$ cat src/hdl/tgs_pkg.sv
`timescale 1ns / 1ps
// ----------------------------------------------------------------------------
// tgs_pkg
// Shared types and constants of the tone generator with frequency sweep.
// ----------------------------------------------------------------------------
package tgs_pkg;

  localparam int DIV_W   = 22;                 // numerator and quotient width
  localparam int CNT_W   = $clog2(DIV_W);
  localparam int FREQ_W  = 16;

  localparam logic [DIV_W-1:0]  CLK_HALF   = 22'd4000000;
  localparam logic [9:0]        MS_PER_S   = 10'd1000;

  localparam logic [FREQ_W-1:0] MIN_RESET  = 16'd100;
  localparam logic [FREQ_W-1:0] MAX_RESET  = 16'd10000;
  localparam logic [FREQ_W-1:0] STEP_RESET = 16'd100;
  localparam logic [FREQ_W-1:0] HP_RESET   = 16'(CLK_HALF / 22'(MIN_RESET));

  // request codes
  localparam logic [2:0] REQ_SET_FREQ = 3'd0;
  localparam logic [2:0] REQ_SWEEP    = 3'd1;
  localparam logic [2:0] REQ_TICK     = 3'd2;
  localparam logic [2:0] REQ_COMPARE  = 3'd3;
  localparam logic [2:0] REQ_TONE_ON  = 3'd4;
  localparam logic [2:0] REQ_RESET    = 3'd5;

  // configuration register indexes
  localparam logic [1:0] CFG_MIN  = 2'd0;
  localparam logic [1:0] CFG_MAX  = 2'd1;
  localparam logic [1:0] CFG_STEP = 2'd2;

  typedef enum logic [2:0] {
    S_IDLE,
    S_HP,
    S_ACH,
    S_STEPS,
    S_MOD,
    S_DONE
  } tgs_state_t;

  typedef struct packed {
    logic              start;
    logic [DIV_W-1:0]  num;
    logic [FREQ_W-1:0] den;
  } div_req_t;

  typedef struct packed {
    logic             done;
    logic [DIV_W-1:0] quo;
  } div_rsp_t;

endpackage

$ cat src/hdl/tgs_div.sv
`timescale 1ns / 1ps
// ----------------------------------------------------------------------------
// tgs_div
// Restoring radix-2 divider, one quotient bit per cycle.
// ----------------------------------------------------------------------------
module tgs_div (
  input  logic              clk,
  input  logic              rst,
  input  tgs_pkg::div_req_t req,
  output tgs_pkg::div_rsp_t rsp
);
  import tgs_pkg::*;

  logic                busy;
  logic                done;
  logic [CNT_W-1:0]    cnt;
  logic [DIV_W-1:0]    acc;
  logic [FREQ_W-1:0]   rem;
  logic [FREQ_W-1:0]   den;
  logic [FREQ_W:0]     shifted;
  logic                ge;
  logic [FREQ_W-1:0]   diff;

  // a zero divisor gives all ones, as every trial subtract succeeds
  // the remainder stays below the divisor, so the low bits of the subtract suffice
  assign shifted = {rem, acc[DIV_W-1]};
  assign ge      = shifted >= {1'b0, den};
  assign diff    = shifted[FREQ_W-1:0] - den;

  always_ff @(posedge clk) begin
    if (rst) begin
      busy <= 1'b0;
      done <= 1'b0;
      cnt  <= '0;
    end else begin
      done <= 1'b0;
      if (busy) begin
        cnt <= cnt - 1'b1;
        if (cnt == '0) begin
          busy <= 1'b0;
          done <= 1'b1;
        end
      end else if (req.start && !done) begin
        busy <= 1'b1;
        cnt  <= CNT_W'(DIV_W - 1);
      end
    end
  end

  always_ff @(posedge clk) begin
    if (busy) begin
      acc <= {acc[DIV_W-2:0], ge};
      rem <= ge ? diff : shifted[FREQ_W-1:0];
    end else if (req.start && !done) begin
      acc <= req.num;
      den <= req.den;
      rem <= '0;
    end
  end

  assign rsp.done = done;
  assign rsp.quo  = acc;

endmodule

$ cat src/hdl/tone_generator_with_sweep.sv
`timescale 1ns / 1ps
// ----------------------------------------------------------------------------
// tone_generator_with_sweep
// Square-wave tone timing with a linear frequency sweep; every request
// transfer gives one status transfer on the response channel.
// ----------------------------------------------------------------------------
//  channel  | handshake            | payload
//  ---------+----------------------+-----------------------------------------
//  req      | req_valid, req_stall | req_type, freq, period
//  rsp      | rsp_valid, rsp_stall | compare_value, half_period, freq_error,
//           |                      | step_modulo, sweep_frequency,
//           |                      | tone_enabled, sweep_enabled
//  cfg      | cfg_valid, cfg_ready | cfg_index, cfg_data
//
//  each division yields 22 quotient bits on the one serial divider; set
//  frequency runs two divisions, start sweep three, sweep tick (only while
//  sweeping) and reset one, the other requests none
//  req_stall is high from the transfer until the response is loaded
//  a finished response waits in the output register while rsp_stall is high
//  synchronous reset restores the register defaults and a 40000 half period
// ----------------------------------------------------------------------------
module tone_generator_with_sweep (
  input  logic        clk,
  input  logic        rst,
  // request channel
  input  logic        req_valid,
  output logic        req_stall,
  input  logic [2:0]  req_type,
  input  logic [15:0] freq,
  input  logic [6:0]  period,
  // response channel
  output logic        rsp_valid,
  input  logic        rsp_stall,
  output logic [15:0] compare_value,
  output logic [15:0] half_period,
  output logic [7:0]  freq_error,
  output logic [15:0] step_modulo,
  output logic [15:0] sweep_frequency,
  output logic        tone_enabled,
  output logic        sweep_enabled,
  // configuration channel
  input  logic        cfg_valid,
  output logic        cfg_ready,
  input  logic [1:0]  cfg_index,
  input  logic [15:0] cfg_data
);
  import tgs_pkg::*;

  tgs_state_t state, state_next;

  // configuration registers
  logic [FREQ_W-1:0] min_freq;
  logic [FREQ_W-1:0] max_freq;
  logic [FREQ_W-1:0] freq_incr;

  // architectural state
  logic [FREQ_W-1:0] cur_compare;
  logic [FREQ_W-1:0] cur_half_period;
  logic [FREQ_W-1:0] cur_step_modulo;
  logic [FREQ_W-1:0] cur_sweep_freq;
  logic              tone_on;
  logic              sweep_on;
  logic [7:0]        err_val;
  logic [FREQ_W-1:0] steps;

  // captured request
  logic [2:0]        req_q;
  logic [FREQ_W-1:0] freq_q;
  logic [6:0]        period_q;

  logic              req_xfer;
  logic              out_load;
  logic              out_free;
  div_req_t          div_req;
  div_rsp_t          div_rsp;

  logic [FREQ_W-1:0] sweep_sum;
  logic [FREQ_W-1:0] sweep_wrapped;
  logic [FREQ_W-1:0] span;
  logic [FREQ_W-1:0] prod_full;

  assign cfg_ready = 1'b1;
  assign req_xfer  = req_valid && !req_stall;
  assign out_free  = !rsp_valid || !rsp_stall;

  // sweep step wraps at 16 bits, then falls back to the minimum past max
  assign sweep_sum     = cur_sweep_freq + freq_incr;
  assign sweep_wrapped = (sweep_sum > max_freq) ? min_freq : sweep_sum;
  assign span          = max_freq - min_freq;
  // period in milliseconds, wraps at 16 bits
  assign prod_full     = FREQ_W'(period_q) * FREQ_W'(MS_PER_S);

  tgs_div u_div (
    .clk (clk),
    .rst (rst),
    .req (div_req),
    .rsp (div_rsp)
  );

  // next state
  always_comb begin
    state_next = state;
    case (state)
      S_IDLE: begin
        if (req_valid) begin
          case (req_type)
            REQ_SET_FREQ, REQ_SWEEP, REQ_RESET: state_next = S_HP;
            REQ_TICK: state_next = sweep_on ? S_HP : S_DONE;
            default: state_next = S_DONE;
          endcase
        end
      end
      S_HP: begin
        if (div_rsp.done) begin
          case (req_q)
            REQ_SET_FREQ: state_next = S_ACH;
            REQ_SWEEP: state_next = S_STEPS;
            default: state_next = S_DONE;
          endcase
        end
      end
      S_ACH: if (div_rsp.done) state_next = S_DONE;
      S_STEPS: if (div_rsp.done) state_next = S_MOD;
      S_MOD: if (div_rsp.done) state_next = S_DONE;
      S_DONE: if (out_free) state_next = S_IDLE;
      default: state_next = S_IDLE;
    endcase
  end

  // sequencer outputs: divider operands, stall, response load
  always_comb begin
    div_req   = '{start: 1'b0, num: CLK_HALF, den: cur_sweep_freq};
    req_stall = 1'b1;
    out_load  = 1'b0;
    case (state)
      S_IDLE: req_stall = 1'b0;
      S_HP: begin
        div_req.start = 1'b1;
        case (req_q)
          REQ_SET_FREQ: div_req.den = freq_q;
          REQ_RESET: div_req.den = min_freq;
          default: div_req.den = cur_sweep_freq;
        endcase
      end
      S_ACH: begin
        div_req.start = 1'b1;
        div_req.den   = cur_half_period;
      end
      S_STEPS: begin
        div_req.start = 1'b1;
        div_req.num   = DIV_W'(span);
        div_req.den   = freq_incr;
      end
      S_MOD: begin
        div_req.start = 1'b1;
        div_req.num   = DIV_W'(prod_full);
        div_req.den   = steps;
      end
      S_DONE: out_load = out_free;
      default: req_stall = 1'b1;
    endcase
  end

  always_ff @(posedge clk) begin
    if (rst) begin
      state <= S_IDLE;
    end else begin
      state <= state_next;
    end
  end

  // configuration writes, always accepted; the sender must keep them to idle gaps, the block does not enforce this
  always_ff @(posedge clk) begin
    if (rst) begin
      min_freq  <= MIN_RESET;
      max_freq  <= MAX_RESET;
      freq_incr <= STEP_RESET;
    end else if (cfg_valid && cfg_ready) begin
      case (cfg_index)
        CFG_MIN: min_freq <= cfg_data;
        CFG_MAX: max_freq <= cfg_data;
        CFG_STEP: freq_incr <= cfg_data;
        default: ;
      endcase
    end
  end

  // architectural state: immediate updates at the transfer, quotients on done
  always_ff @(posedge clk) begin
    if (rst) begin
      cur_compare     <= '0;
      cur_half_period <= HP_RESET;
      cur_step_modulo <= '0;
      cur_sweep_freq  <= '0;
      tone_on         <= 1'b0;
      sweep_on        <= 1'b0;
      err_val         <= '0;
    end else begin
      if (req_xfer) begin
        err_val <= '0;
        case (req_type)
          REQ_SET_FREQ: sweep_on <= 1'b0;
          REQ_SWEEP: begin
            cur_sweep_freq <= min_freq;
            sweep_on       <= 1'b1;
          end
          REQ_TICK: if (sweep_on) cur_sweep_freq <= sweep_wrapped;
          REQ_COMPARE: if (tone_on) cur_compare <= cur_compare + cur_half_period;
          REQ_TONE_ON: tone_on <= 1'b1;
          REQ_RESET: begin
            tone_on  <= 1'b0;
            sweep_on <= 1'b0;
          end
          default: ;
        endcase
      end
      if (div_rsp.done) begin
        case (state)
          S_HP: cur_half_period <= div_rsp.quo[FREQ_W-1:0];
          S_ACH: err_val <= div_rsp.quo[7:0] - freq_q[7:0];
          S_MOD: cur_step_modulo <= div_rsp.quo[FREQ_W-1:0] - 1'b1;
          default: ;
        endcase
      end
    end
  end

  // step count only feeds the next division
  always_ff @(posedge clk) begin
    if (div_rsp.done && state == S_STEPS) begin
      steps <= div_rsp.quo[FREQ_W-1:0];
    end
  end

  // request payload capture
  always_ff @(posedge clk) begin
    if (req_xfer) begin
      req_q    <= req_type;
      freq_q   <= freq;
      period_q <= period;
    end
  end

  // response register
  always_ff @(posedge clk) begin
    if (rst) begin
      rsp_valid <= 1'b0;
    end else if (out_load) begin
      rsp_valid <= 1'b1;
    end else if (!rsp_stall) begin
      rsp_valid <= 1'b0;
    end
  end

  always_ff @(posedge clk) begin
    if (out_load) begin
      compare_value   <= cur_compare;
      half_period     <= cur_half_period;
      freq_error      <= err_val;
      step_modulo     <= cur_step_modulo;
      sweep_frequency <= cur_sweep_freq;
      tone_enabled    <= tone_on;
      sweep_enabled   <= sweep_on;
    end
  end

`ifndef SYNTH
  // tone on transfer always leaves the tone running
  a_tone_on: assert property (@(posedge clk) disable iff (rst)
    req_xfer && req_type == REQ_TONE_ON |=> tone_on)
    else $error("tone not enabled after tone on request");

  // divider results only arrive while the sequencer waits on one
  a_div_done: assert property (@(posedge clk) disable iff (rst)
    div_rsp.done |-> (state == S_HP || state == S_ACH ||
                      state == S_STEPS || state == S_MOD))
    else $error("divider result outside a division step");

  // a fresh response is only produced from the finish step
  a_rsp_src: assert property (@(posedge clk) disable iff (rst)
    $rose(rsp_valid) |-> $past(state) == S_DONE)
    else $error("response raised outside the finish step");

  // no new request is taken while one is in progress
  a_one_item: assert property (@(posedge clk) disable iff (rst)
    req_xfer |=> state != S_IDLE)
    else $error("sequencer idle right after a request transfer");
`endif

endmodule

$ cat config.mk
export PLATFORM = sky130hd
export DESIGN_NAME = tone_generator_with_sweep
export DESIGN_NICKNAME = d
export VERILOG_FILES = /design/src/hdl/tgs_pkg.sv /design/src/hdl/tgs_div.sv /design/src/hdl/tone_generator_with_sweep.sv
export SDC_FILE = /design/constraint.sdc
export NUM_CORES = 1
export LEC_CHECK = 0
export BUFFER_PORTS_ARGS = -buffer_cell sky130_fd_sc_hd__buf_2
export CAP_MARGIN = 30
export CORE_AREA = 3 3 170 172
export CTS_BUF_LIST = sky130_fd_sc_hd__clkbuf_2
export DETAILED_ROUTE_END_ITERATION = 6
export DIE_AREA = 0 0 173 175
export PLACE_DENSITY_LB_ADDON = 0.15
export SLEW_MARGIN = 25
export SYNTH_ARGS = -nofsm -noshare
export SYNTH_HDL_FRONTEND = slang
export SYNTH_SLANG_ARGS = --single-unit
$ cat constraint.sdc
create_clock -name clk -period 7.5 [get_ports clk]
set_clock_uncertainty 0.1 [all_clocks]
set_input_delay 1.125 -clock clk [delete_from_list [all_inputs] [get_ports clk]]
set_output_delay 1.125 -clock clk [all_outputs]
set_load 0.02 [all_outputs]
### Yosys cells after proc, flatten, opt, wreduce, memory -nomap -nowiden

Cells that the tools add are included.

| cells by class | value |
|---|---|
| add/subtract/negate cells | 7 |
| multipliers | 1 |
| magnitude comparators | 2 |
| equality and inequality tests | 21 |
| multiplexer cells | 36 |
| bitwise operators | 1 |
| reduce and logical (&&, ||, !) cells | 32 |

Operator list:

| operator | count |
|---|---|
| $mux 16 | 5 |
| $pmux 16 s2 | 2 |
| $pmux 16 s4 | 1 |
| $mux 22 | 2 |
| $pmux 22 s2 | 1 |
| $add 16x16->16 | 2 |
| $sub 16x16->16 | 2 |
| $mux 8 | 3 |
| $mux 3 | 6 |
| $ge 17x16->1 | 1 |
| $gt 16x16->1 | 1 |
| $reduce_and 2->1 | 8 |
| $sub 16x1->16 const B | 1 |
| $eq 3x3->1 const B | 5 |
| $pmux 3 s5 | 1 |
| $mul 7x7->13 const B | 1 |
| $eq 3x2->1 const B | 4 |
| $pmux 3 s2 | 2 |
| $mux 5 | 2 |
| $eq 3x1->1 const B | 3 |
| $logic_not 3->1 | 3 |
| $mux 1 | 9 |
| $ne 2x1->1 const B | 4 |
| $reduce_bool 2->1 | 4 |
| 17 further kinds | 27 |

| word-level totals | value |
|---|---|
| register bits after elaboration | 303 |
| output and inout bits | 77 |
| logic and storage cells | 129 |

### Logic depth before layout (Yosys ltp)

Gate-level depths: netlist of the first run.

| logic depth | value |
|---|---|
| depth after elaboration | 6 |
| depth in mapped cells | 16 |
| depth with buffers taken out | 16 |

### Hierarchy

From an unflattened synthesis of the first run, not the netlist that was laid out.

| second synthesis, totals | value |
|---|---|
| cells, all modules | 1664 |
| area, all modules | 16615.9 um2 |

By module, submodules not included:

| module | instances | cells each | area each (um2) |
|---|---|---|---|
| tone_generator_with_sweep | 1 | 1370 | 13233.9 |
| tgs_div | 1 | 294 | 3382.0 |

### Least setup slack after synthesis of the first run

Ideal clock, no wire load.

| timing path | value |
|---|---|
| path kind | input to register |
| start point | input rsp_stall |
| end point | register compare_value[0] (enable) |
| setup time | 0.531 ns |
| arrival | 4.733 ns |
| slack | 2.136 ns |
| stages | 1 |
| cells stage by stage | a21oi_1 |

| between the ends | value |
|---|---|
| longest elaborated chain between the ends | 3 |

Ends and longest elaborated chain:

| element | line | source |
|---|---|---|
| from (decl) | tone_generator_with_sweep.sv:33 | `input logic rsp_stall,` |
| $logic_not 1->1 | n/a |  |
| $logic_or 1x1->1 | tone_generator_with_sweep.sv:84 | `assign out_free = !rsp_valid \|\| !rsp_stall;` |
| $mux 1 | tone_generator_with_sweep.sv:135 | `case (state)` |
| to (signal assigned) | tone_generator_with_sweep.sv:257 | `compare_value <= cur_compare;` |
| to (decl) | tone_generator_with_sweep.sv:34 | `output logic [15:0] compare_value,` |

No other way between the ends.
A chain may end at the register's enable or synchronous reset.

### Final worst setup path of the first run

| timing path | value |
|---|---|
| start point | register freq_incr[0] |
| end point | register cur_sweep_freq[8] |

| between the ends | value |
|---|---|
| longest elaborated chain between the ends | 5 |

Ends and longest elaborated chain:

| element | line | source |
|---|---|---|
| from (decl) | tone_generator_with_sweep.sv:54 | `logic [FREQ_W-1:0] freq_incr;` |
| from (signal assigned) | tone_generator_with_sweep.sv:182 | `CFG_STEP: freq_incr <= cfg_data;` |
| $add 16x16->16 * | tone_generator_with_sweep.sv:87 | `assign sweep_sum = cur_sweep_freq + freq_incr;` |
| $gt 16x16->1 | tone_generator_with_sweep.sv:88 | `assign sweep_wrapped = (sweep_sum > max_freq) ? min_freq : sweep_sum;` |
| $mux 16 * | tone_generator_with_sweep.sv:88 |  |
| $mux 16 * | tone_generator_with_sweep.sv:207 | `REQ_TICK: if (sweep_on) cur_sweep_freq <= sweep_wrapped;` |
| $pmux 16 s2 * | tone_generator_with_sweep.sv:201 | `case (req_type)` |
| to (signal assigned) | tone_generator_with_sweep.sv:204 | `cur_sweep_freq <= min_freq;` |
| to (signal assigned) | tone_generator_with_sweep.sv:207 |  |
| to (decl) | tone_generator_with_sweep.sv:60 | `logic [FREQ_W-1:0] cur_sweep_freq;` |

Mark *: on every way between the ends. The rest lies on a longest branch, timed or not. The select of a mux whose other input is x is not followed.

==> results of run 1 <==
[per-layer routing]
metal	track usage, %	vias to the layer above	wire (um)
li1	-	6333	-
met1	40.2	6256	18800
met2	46.5	601	20400
met3	5.43	98	4020
met4	11.1	0	1540
met5	0	-	0
[placed cells by master, fill, tap and decap left out, types with 6 or more instances in the layout]
cell type,count
and3_1,11
inv_1,111
nand2b_1,20
clkbuf_2,124
buf_2,123
nor4_1,8
or3_1,11
buf_4,15
o21a_1,22
ha_1,118
edfxtp_1,170
a21oi_1,139
a21o_1,24
xnor2_1,49
fa_1,23
clkinv_1,8
o211ai_1,15
a31oi_1,16
o21ai_0,67
o21bai_1,11
nor2b_1,22
nand4_1,13
nand2_1,202
nand3_1,30
a221o_1,18
mux2i_1,37
and2_1,8
nor2_1,92
xor2_1,19
a311oi_1,6
a22o_1,20
o31ai_1,10
nor3_1,28
dfxtp_1,133
a211oi_1,28
[cell usage after synthesis, drive strengths merged, types with 22 or more instances]
cell type and n:
a21o 24, fa 23, edfxtp 170, nand2 202
a211oi 28, dfxtp 133, o21a 22, nand3 30
a21oi 140, o21ai 70, nor2b 22, ha 118
mux2i 37, inv 112, nor3 31, clkbuf 53
xnor2 49, nor2 93
[through the flow]
| stage | cell area [um2] | utilization (%) | hold WS [ps] | power (mW) |
|---|---|---|---|---|
| after floorplan | 16500 | - | 309 | 4.73 |
| after global placement | 17400 | 63.1 | 318 | 5.45 |
| after detailed placement | 17500 | 63.2 | 313 | 5.51 |
| after CTS | 18100 | 65.7 | 259 | 6.62 |
| after global routing | 18200 | 65.7 | 284 | 7.13 |
| final | 18200 | 65.7 | 290 | 6.62 |
[power by group through the flow]
stage                     Sequential (mW)  Clock (mW)  Combinational, mW
after CTS                            2.41        1.12               3.08
after detailed placement             2.45           0               3.06
final                                2.42        1.10               3.10
after floorplan                      2.38           0               2.34
after global routing                 2.44        1.22               3.47
after global placement               2.44           0               3.02
[logic make-up after synthesis]
kind of cell / after synthesis
adder cells (fa/ha/maj): 141
XOR/XNOR: 68
multiplexers: 39
AND/OR/NAND/NOR: 476
AO/OA/AOI/OAI: 435
buffers and inverters: 179
other: 1
flip-flops: 303
[worst max-delay path by stage]
stage,to,cells after the start
floorplan,compare_value[0],1
global placement,cur_sweep_freq[10],15
detailed placement,cur_sweep_freq[10],15
CTS,cur_sweep_freq[10],15
global route,cur_sweep_freq[10],15
finish,cur_sweep_freq[8],15
[layout make-up]
class | instances | area (um2)
Clock buffer | 124 | 621
Fill cell | 2352 | 9470
Timing Repair Buffer | 139 | 739
Tap cell | 378 | 473
Clock inverter | 15 | 65.1
Inverter | 113 | 424
Multi-Input combinational cell | 1160 | 8070
Sequential cell | 303 | 7770
Antenna cell | 1 | 2.50
[worst max-delay path: stages, from the launching register on]
cell and delay (ps):
dfxtp_1 350, ha_1 230, fa_1 420, a21oi_1 220, o21ai_0 190, a31oi_1 350, o31ai_1 130, a21oi_1 180
xnor2_1 180, ha_1 300, a21oi_1 150, nand2_1 60, a2111o_1 460, o31ai_4 770, mux2i_1 300, a21oi_1 90
==> results.ini, run 1 <==
[run_status]
status = completed

[finish]
nets = 1984
instances_no_fill = 2233
top_register = u_div.acc
drive_gt1_share_pct = 15.9
largest_register_ffs = 22
areaGrowthSynthToFinish_pct = 10.1

[yosys]
synth_nets = 1832
synthDominantCellAreaShare_pct = 31.0
syn_inst = 1642
synth.distinct_cells = 81
synth-xor-area-share_pct = 3.61
ys_seq_elements = 303
yosysTopAreaCell = edfxtp_1
synth_area_leaders = edfxtp_1 31%, dfxtp_1 16%, ha_1 9.0%, nand2_1 4.6%, a21oi_1 4.2%
synth_simple_gate_area_share_pct = 13.4
yosysSeqAreaShare_pct = 47.1
syn_area_um2 = 16500
synthArstFlopShare_pct = 0
yosys_warnings = 0
synthAdderAreaFrac_pct = 11.7
ys.flop_type = edfxtp_1
syn_area_per_cell_um2 = 10.0
synth_mux_area_share_pct = 2.38
synth_compound_area_share_pct = 17.5
synth_edf_count = 170
synth_top_family_by_area = compound AO/OA/AOI/OAI gates

[detailed_routing]
routedWlPerCell_um = 20.1
ant_nets = 0
drt-total-wl_mm = 44.8
vias_per_cell = 5.95
initialDrtViolationCount = 1344
route.detailed.drc = 0
dr.pass1.iters = 7
vias = 13300

[worst_setup_path]
crit_start = freq_incr[0]
r2r-start = freq_incr[0]
crit_fanout = 14
r2r_cells = 15
reg2reg_slack_ps = 2890
required_ps = 8120
critPathKind = reg -> reg
crit_arrival_ps = 5230
critical_path.endpoint_type = flip-flop
cp-start-kind = flip-flop
r2r_end = cur_sweep_freq[8]

[hold_path]
hp-start = cur_step_modulo[3]
hold_end = step_modulo[3]
min_path_cells = 0
hold_path_class = reg -> reg

[pwr]
netSwitchingFraction_pct = 41.7
p_switching_mw = 2.76
irDropWorstVdd_mv = 0.266
combPwrFrac_pct = 46.8
leakagePower_nw = 7.40
power_frac_seq_pct = 36.5
powerDensity_nw_per_um2 = 364
power_frac_clock_pct = 16.6
p_int_mw = 3.85

[floorplan]
die_x_um = 173
die_h_um = 175
num_rows = 61
ioPinCount = 126
dieArea_um2 = 30300
core_um2 = 27600
start_util_pct = 59.7

[clock_tree]
ctsHtreeMaxLevel = 3
clock_latency_ps = 860
cts_tree = built
post_cts_resized = 0
clockBufferDepth = 3
cts-root-buf = clkbuf_2
cts.sinks = 303
hold_buffers = 0
post_cts_buffers = 0
clk_pin_slew_worst_paths_ps = 110
numCtsBuffers = 77

[placed_design]
dpl_worst_slack_ps = 2980
dp.cells = 2092
numPortBuffers = 124
gp_congestion = 0.959
hpwl_mm = 33.7

[sta]
fmax_ghz = 0.217
slew-limit-headroom_pct = 41.0
fin_crit_ps = 4610
drv_slew = 0
fin_crit_sh_pct = 61.5
finalWorstSetupSlack_ps = 2890
setup-tns-final_ps = 0
hold_viol_final = 0
setup_viol = 0
rsz0062_at_grt = false
tightest_slew_ps = 884

[global_routing]
grt_antenna_before_repair = 1
track_usage_pct = 29.3
first_global_vias = 12600
overflow = 0
grt_max_degree = 59
grt_pass1_wl_mm = 69.7

[run]
drv_cap = 0

Note: power is estimated with default switching activity, not from simulation.
==> inputs of run 2 (changes only) <==
==> constraint.sdc (replaced) <==
create_clock -name clk -period 4.26 [get_ports clk]
set_clock_uncertainty 0.1 [all_clocks]
set_input_delay 0.639 -clock clk [delete_from_list [all_inputs] [get_ports clk]]
set_output_delay 0.639 -clock clk [all_outputs]
set_load 0.02 [all_outputs]
==> results.ini, run 2 (synthesis results as in run 1) <==
[run_status]
status = completed

[clock_tree]
ctsHtreeMaxLevel = 3
cts.sinks = 303
clockBufferDepth = 3
clk_pin_slew_worst_paths_ps = 100
numCtsBuffers = 78
clock_latency_ps = 890
cts-root-buf = clkbuf_2
cts_tree = built

[worst_setup_path]
cp-start-kind = flip-flop
crit_top_cell = fa_1
max_stage_delay_ps = 540
required_ps = 4830
crit_start = period_q[2]
r2r-start = period_q[2]
crit_arrival_ps = 4730
path_cells = fa_1, fa_1, inv_1, fa_1, fa_1, inv_2, ha_4, o21ai_2, o21bai_1, xor2_1, a211oi_1, mux2_4, a221oi_2
critical_path.endpoint_type = flip-flop
crit_fanout = 3
critPathKind = reg -> reg
cp_slowest_cell = fa_1

[pwr]
power_frac_seq_pct = 34.5
combPwrFrac_pct = 48.9
netSwitchingFraction_pct = 41.6
p_int_mw = 7.21
power_frac_clock_pct = 16.6
power_mw = 12.3
irDropWorstVdd_mv = 0.603
leakagePower_nw = 7.71
p_switching_mw = 5.12
powerDensity_nw_per_um2 = 651

[sta]
fin_crit_sh_pct = 97.7
drv_slew = 0
fmax_ghz = 0.240
finalWorstSetupSlack_ps = 98.0
setup_viol = 0
fin_crit_ps = 4160
hold_viol_final = 0
tightest_slew_ps = 837
slew-limit-headroom_pct = 44.2
rsz0062_at_grt = true

[floorplan]
die_x_um = 173
start_util_pct = 59.7
die_h_um = 175
num_rows = 61
ioPinCount = 126
dieArea_um2 = 30300
core_um2 = 27600

[placed_design]
dp.cells = 2113
numPortBuffers = 124
gp_congestion = 0.974
dpl_worst_slack_ps = -92.3
hpwl_mm = 33.6

[detailed_routing]
vias_per_cell = 5.93
route.detailed.drc = 0
routedWlPerCell_um = 19.8
ant_nets = 0
vias = 13700
drt-total-wl_mm = 45.6
initialDrtViolationCount = 1326
dr.pass1.iters = 6

[hold_path]
hold_path_class = in -> reg
hp-start = rst

[finish]
fill_cells = 2233
final_util_pct = 68.5
drive_gt1_share_pct = 17.1
final_common_cell = nand2_1
largest_register_ffs = 22
areaGrowthSynthToFinish_pct = 14.8
nets = 2051
most-common-layout-cells = 202 x nand2_1, 170 x edfxtp_1, 137 x a21oi_1
top_register = u_div.acc
instances_no_fill = 2303

[global_routing]
grt_antenna_before_repair = 1
grt_max_degree = 55
track_usage_pct = 29.5
grt_pass1_wl_mm = 70.7
first_global_vias = 13200
overflow = 0

[run]
drv_cap = 0

==> run 2: worst max-delay path, delay by kind of cell (launching register included) <==
| family | cells | cell delay (ps) |
|---|---|---|
| AOI/OAI and AO/OA | 4 | 530 |
| xor gates and xnor gates | 1 | 270 |
| adders and majority gates | 5 | 2280 |
| buffers and inverters | 2 | 100 |
| DFF | 1 | 430 |
| muxes | 1 | 310 |
==> run 2: final timing paths <==
| path | endpoint | slack (ps) | cells after the start |
|---|---|---|---|
| hold reg to reg | step_modulo[10] | 300 | 0 |
| setup / recovery | u_div.acc[11] | 100 | 13 |
| hold / removal | cur_compare[11] | 120 | 2 |
| setup reg to reg | u_div.acc[11] | 100 | 13 |
==> run 2: routing by layer <==
metal	routed length, um	vias to the layer above	track usage (%)
li1	-	6462	-
met1	19400	6497	40.1
met2	21200	587	47.6
met3	3470	108	5.26
met4	1550	0	11.0
met5	0	-	0
==> run 2: area by class of cell <==
class / count / area [um2] / area share [%]
multi-input combinational: 1160 / 8150 / 43.1
sequential: 303 / 7770 / 41.0
timing repair buffer: 205 / 1370 / 7.24
clock buffer: 123 / 616 / 3.25
tap: 378 / 473 / 2.50
inverter: 113 / 424 / 2.24
clock inverter: 20 / 126 / 0.667
antenna: 1 / 2.50 / 0.0132
==> run 2: per-stage QoR <==
| step | instance area [um2] | hold slack [ps] | TNS, ps |
|---|---|---|---|
| after CTS | 18800 | 28.1 | 0 |
| after global placement | 17600 | 318 | 0 |
| after floorplan | 16500 | 309 | 0 |
| final | 18900 | 116 | 0 |
| after detailed placement | 17600 | 323 | -160 |
| after global routing | 18900 | 52.1 | -62.2 |
==> run 2: timing repair <==
| item | CTS | global route |
|---|---|---|
| endpoints found under the hold margin | 76 | 0 |
| pin swaps | 3 | 15 |
| hold buffers | 44 | 0 |
| buffers inserted | 0 | 1 |
| gates resized for setup | 5 | 14 |
| setup endpoints to repair | 5 | 20 |
==> run 2: power by group through the flow <==
stage | registers, mW | clock network, mW | logic (mW)
2_1_floorplan | 4.18 | 0 | 4.13
3_3_place_gp | 4.30 | 0 | 5.44
3_5_place_dp | 4.32 | 0 | 5.58
4_1_cts | 4.25 | 2.09 | 5.74
5_1_grt | 4.30 | 2.24 | 6.70
6_report | 4.26 | 2.05 | 6.03
==> inputs of run 3 (changes only) <==
--- a/config.mk
+++ b/config.mk
@@ -12,6 +12,7 @@
 export DETAILED_ROUTE_END_ITERATION = 6
 export DIE_AREA = 0 0 173 175
 export PLACE_DENSITY_LB_ADDON = 0.15
+export SETUP_SLACK_MARGIN = 0.15
 export SLEW_MARGIN = 25
 export SYNTH_ARGS = -nofsm -noshare
 export SYNTH_HDL_FRONTEND = slang
==> results.ini, run 3 (synthesis results as in run 1) <==
[run_status]
status = completed

[finish]
nets = 2064
most-common-layout-cells = 202 x nand2_1, 170 x edfxtp_1, 135 x a21oi_1
largest_register_ffs = 22
areaGrowthSynthToFinish_pct = 16.8
instances_no_fill = 2315
drive_gt1_share_pct = 18.9
final_util_pct = 69.7
top_register = u_div.acc
final_common_cell = nand2_1

[worst_setup_path]
critical_path.endpoint_type = flip-flop
cp-start-kind = flip-flop
crit_top_cell = fa_1
required_ps = 4820
path_cells = buf_4, ha_1, fa_1, inv_2, fa_1, fa_1, inv_2, ha_4, o21ai_2, o21bai_1, xor2_1, a211oi_1, mux2_4, a221oi_2
cp_slowest_cell = fa_1
reg2reg_slack_ps = 130
crit_buf_inv = 3
path_delay_family = adder cells
crit_arrival_ps = 4690
max_stage_delay_ps = 540
crit_fanout = 3
critPathKind = reg -> reg

[pwr]
powerDensity_nw_per_um2 = 661
leakagePower_nw = 7.80
irDropWorstVdd_mv = 0.856

[hold_path]
hold_path_class = in -> reg

[floorplan]
die_x_um = 173
start_util_pct = 59.7
num_rows = 61
dieArea_um2 = 30300
die_h_um = 175
ioPinCount = 126
core_um2 = 27600

[sta]
tightest_slew_ps = 824
fin_crit_ps = 4130
hold_viol_final = 0
drv_slew = 0
fmax_ghz = 0.242
fin_crit_sh_pct = 96.9
setup_viol = 0
slew-limit-headroom_pct = 45.1
rsz0062_at_grt = true
setup-tns-final_ps = 0

[placed_design]
dp.cells = 2110
hpwl_mm = 34.0
numPortBuffers = 124
gp_congestion = 0.974

[clock_tree]
cts-root-buf = clkbuf_2
clk_pin_slew_worst_paths_ps = 120
ctsHtreeMaxLevel = 3
cts.sinks = 303
numCtsBuffers = 77
cts_tree = built
clock_latency_ps = 860
clockBufferDepth = 3

[detailed_routing]
initialDrtViolationCount = 1383
ant_nets = 0
route.detailed.drc = 0
vias_per_cell = 5.95
vias = 13800
dr.pass1.iters = 5
drt-total-wl_mm = 47.0
routedWlPerCell_um = 20.3

[global_routing]
first_global_vias = 13400
grt_antenna_before_repair = 3
grt_max_degree = 75
track_usage_pct = 30.2
overflow = 0
grt_pass1_wl_mm = 72.4

[run]
drv_cap = 0

[run 3: changes by cell type in the layout (fill, tap and decap cells not counted), sizes merged]
cell / delta
buf: +13
bufinv: +2
clkbuf: -3
clkinv: +3
clkinvlp: -2
inv: -1
[run 3: power breakdown]
| part | internal (mW) | total (mW) | switching, mW |
|---|---|---|---|
| sequential | 3.80 | 4.28 | 0.482 |
| clock | 0.922 | 2.12 | 1.20 |
| combinational | 2.82 | 6.32 | 3.50 |
[run 3: layout make-up]
type / count / area (um2)
inverter: 113 / 424
multi-input combinational: 1160 / 8310
clock inverter: 22 / 173
fill: 2156 / 8370
antenna: 1 / 2.50
sequential: 303 / 7770
timing repair buffer: 219 / 1510
tap: 378 / 473
clock buffer: 119 / 596
[run 3: path summary, 6_finish.rpt]
| path | startpoint | end | depth (start not counted) |
|---|---|---|---|
| hold / removal | cfg_index[0] | min_freq[10] | 4 |
| hold reg to reg | cur_step_modulo[12] | step_modulo[12] | 0 |
| setup / recovery | period_q[4] | u_div.acc[11] | 14 |
| setup reg to reg | period_q[4] | u_div.acc[11] | 14 |
[run 3: routing by layer]
layer	part of all wire [%]	global-route usage (%)	vias to the layer above
met4	3.6	12.3	2
li1	-	-	6494
met2	46	49.1	644
met3	8.7	5.30	104
met1	42	40.5	6529
met5	0.028	0	-
[run 3: per-stage QoR]
step	total power [mW]	hold WS [ps]	setup slack [ps]	cell area, um2
6_report	12.7	121	131	19300
5_1_grt	13.6	86.2	-23.8	19300
4_1_cts	12.3	48.5	142	19000
2_1_floorplan	8.36	309	174	16500
3_3_place_gp	9.74	316	131	17600
3_5_place_dp	9.89	319	31.8	17600
[run 3: tightest hold or removal path, cell delays in order]
cell and delay [ps]:
buf_2 140, nor3b_4 120, nand2_1 90, a21oi_1 50
[run 3: what timing repair did]
| action | CTS | global route |
|---|---|---|
| endpoints found under the hold margin | 73 | 0 |
| hold buffers | 44 | 0 |
| setup endpoints to repair | 12 | 21 |
| resized for setup | 10 | 45 |
| setup buffers | 9 | 8 |
| gates cloned | 0 | 1 |
| pin swaps | 11 | 29 |
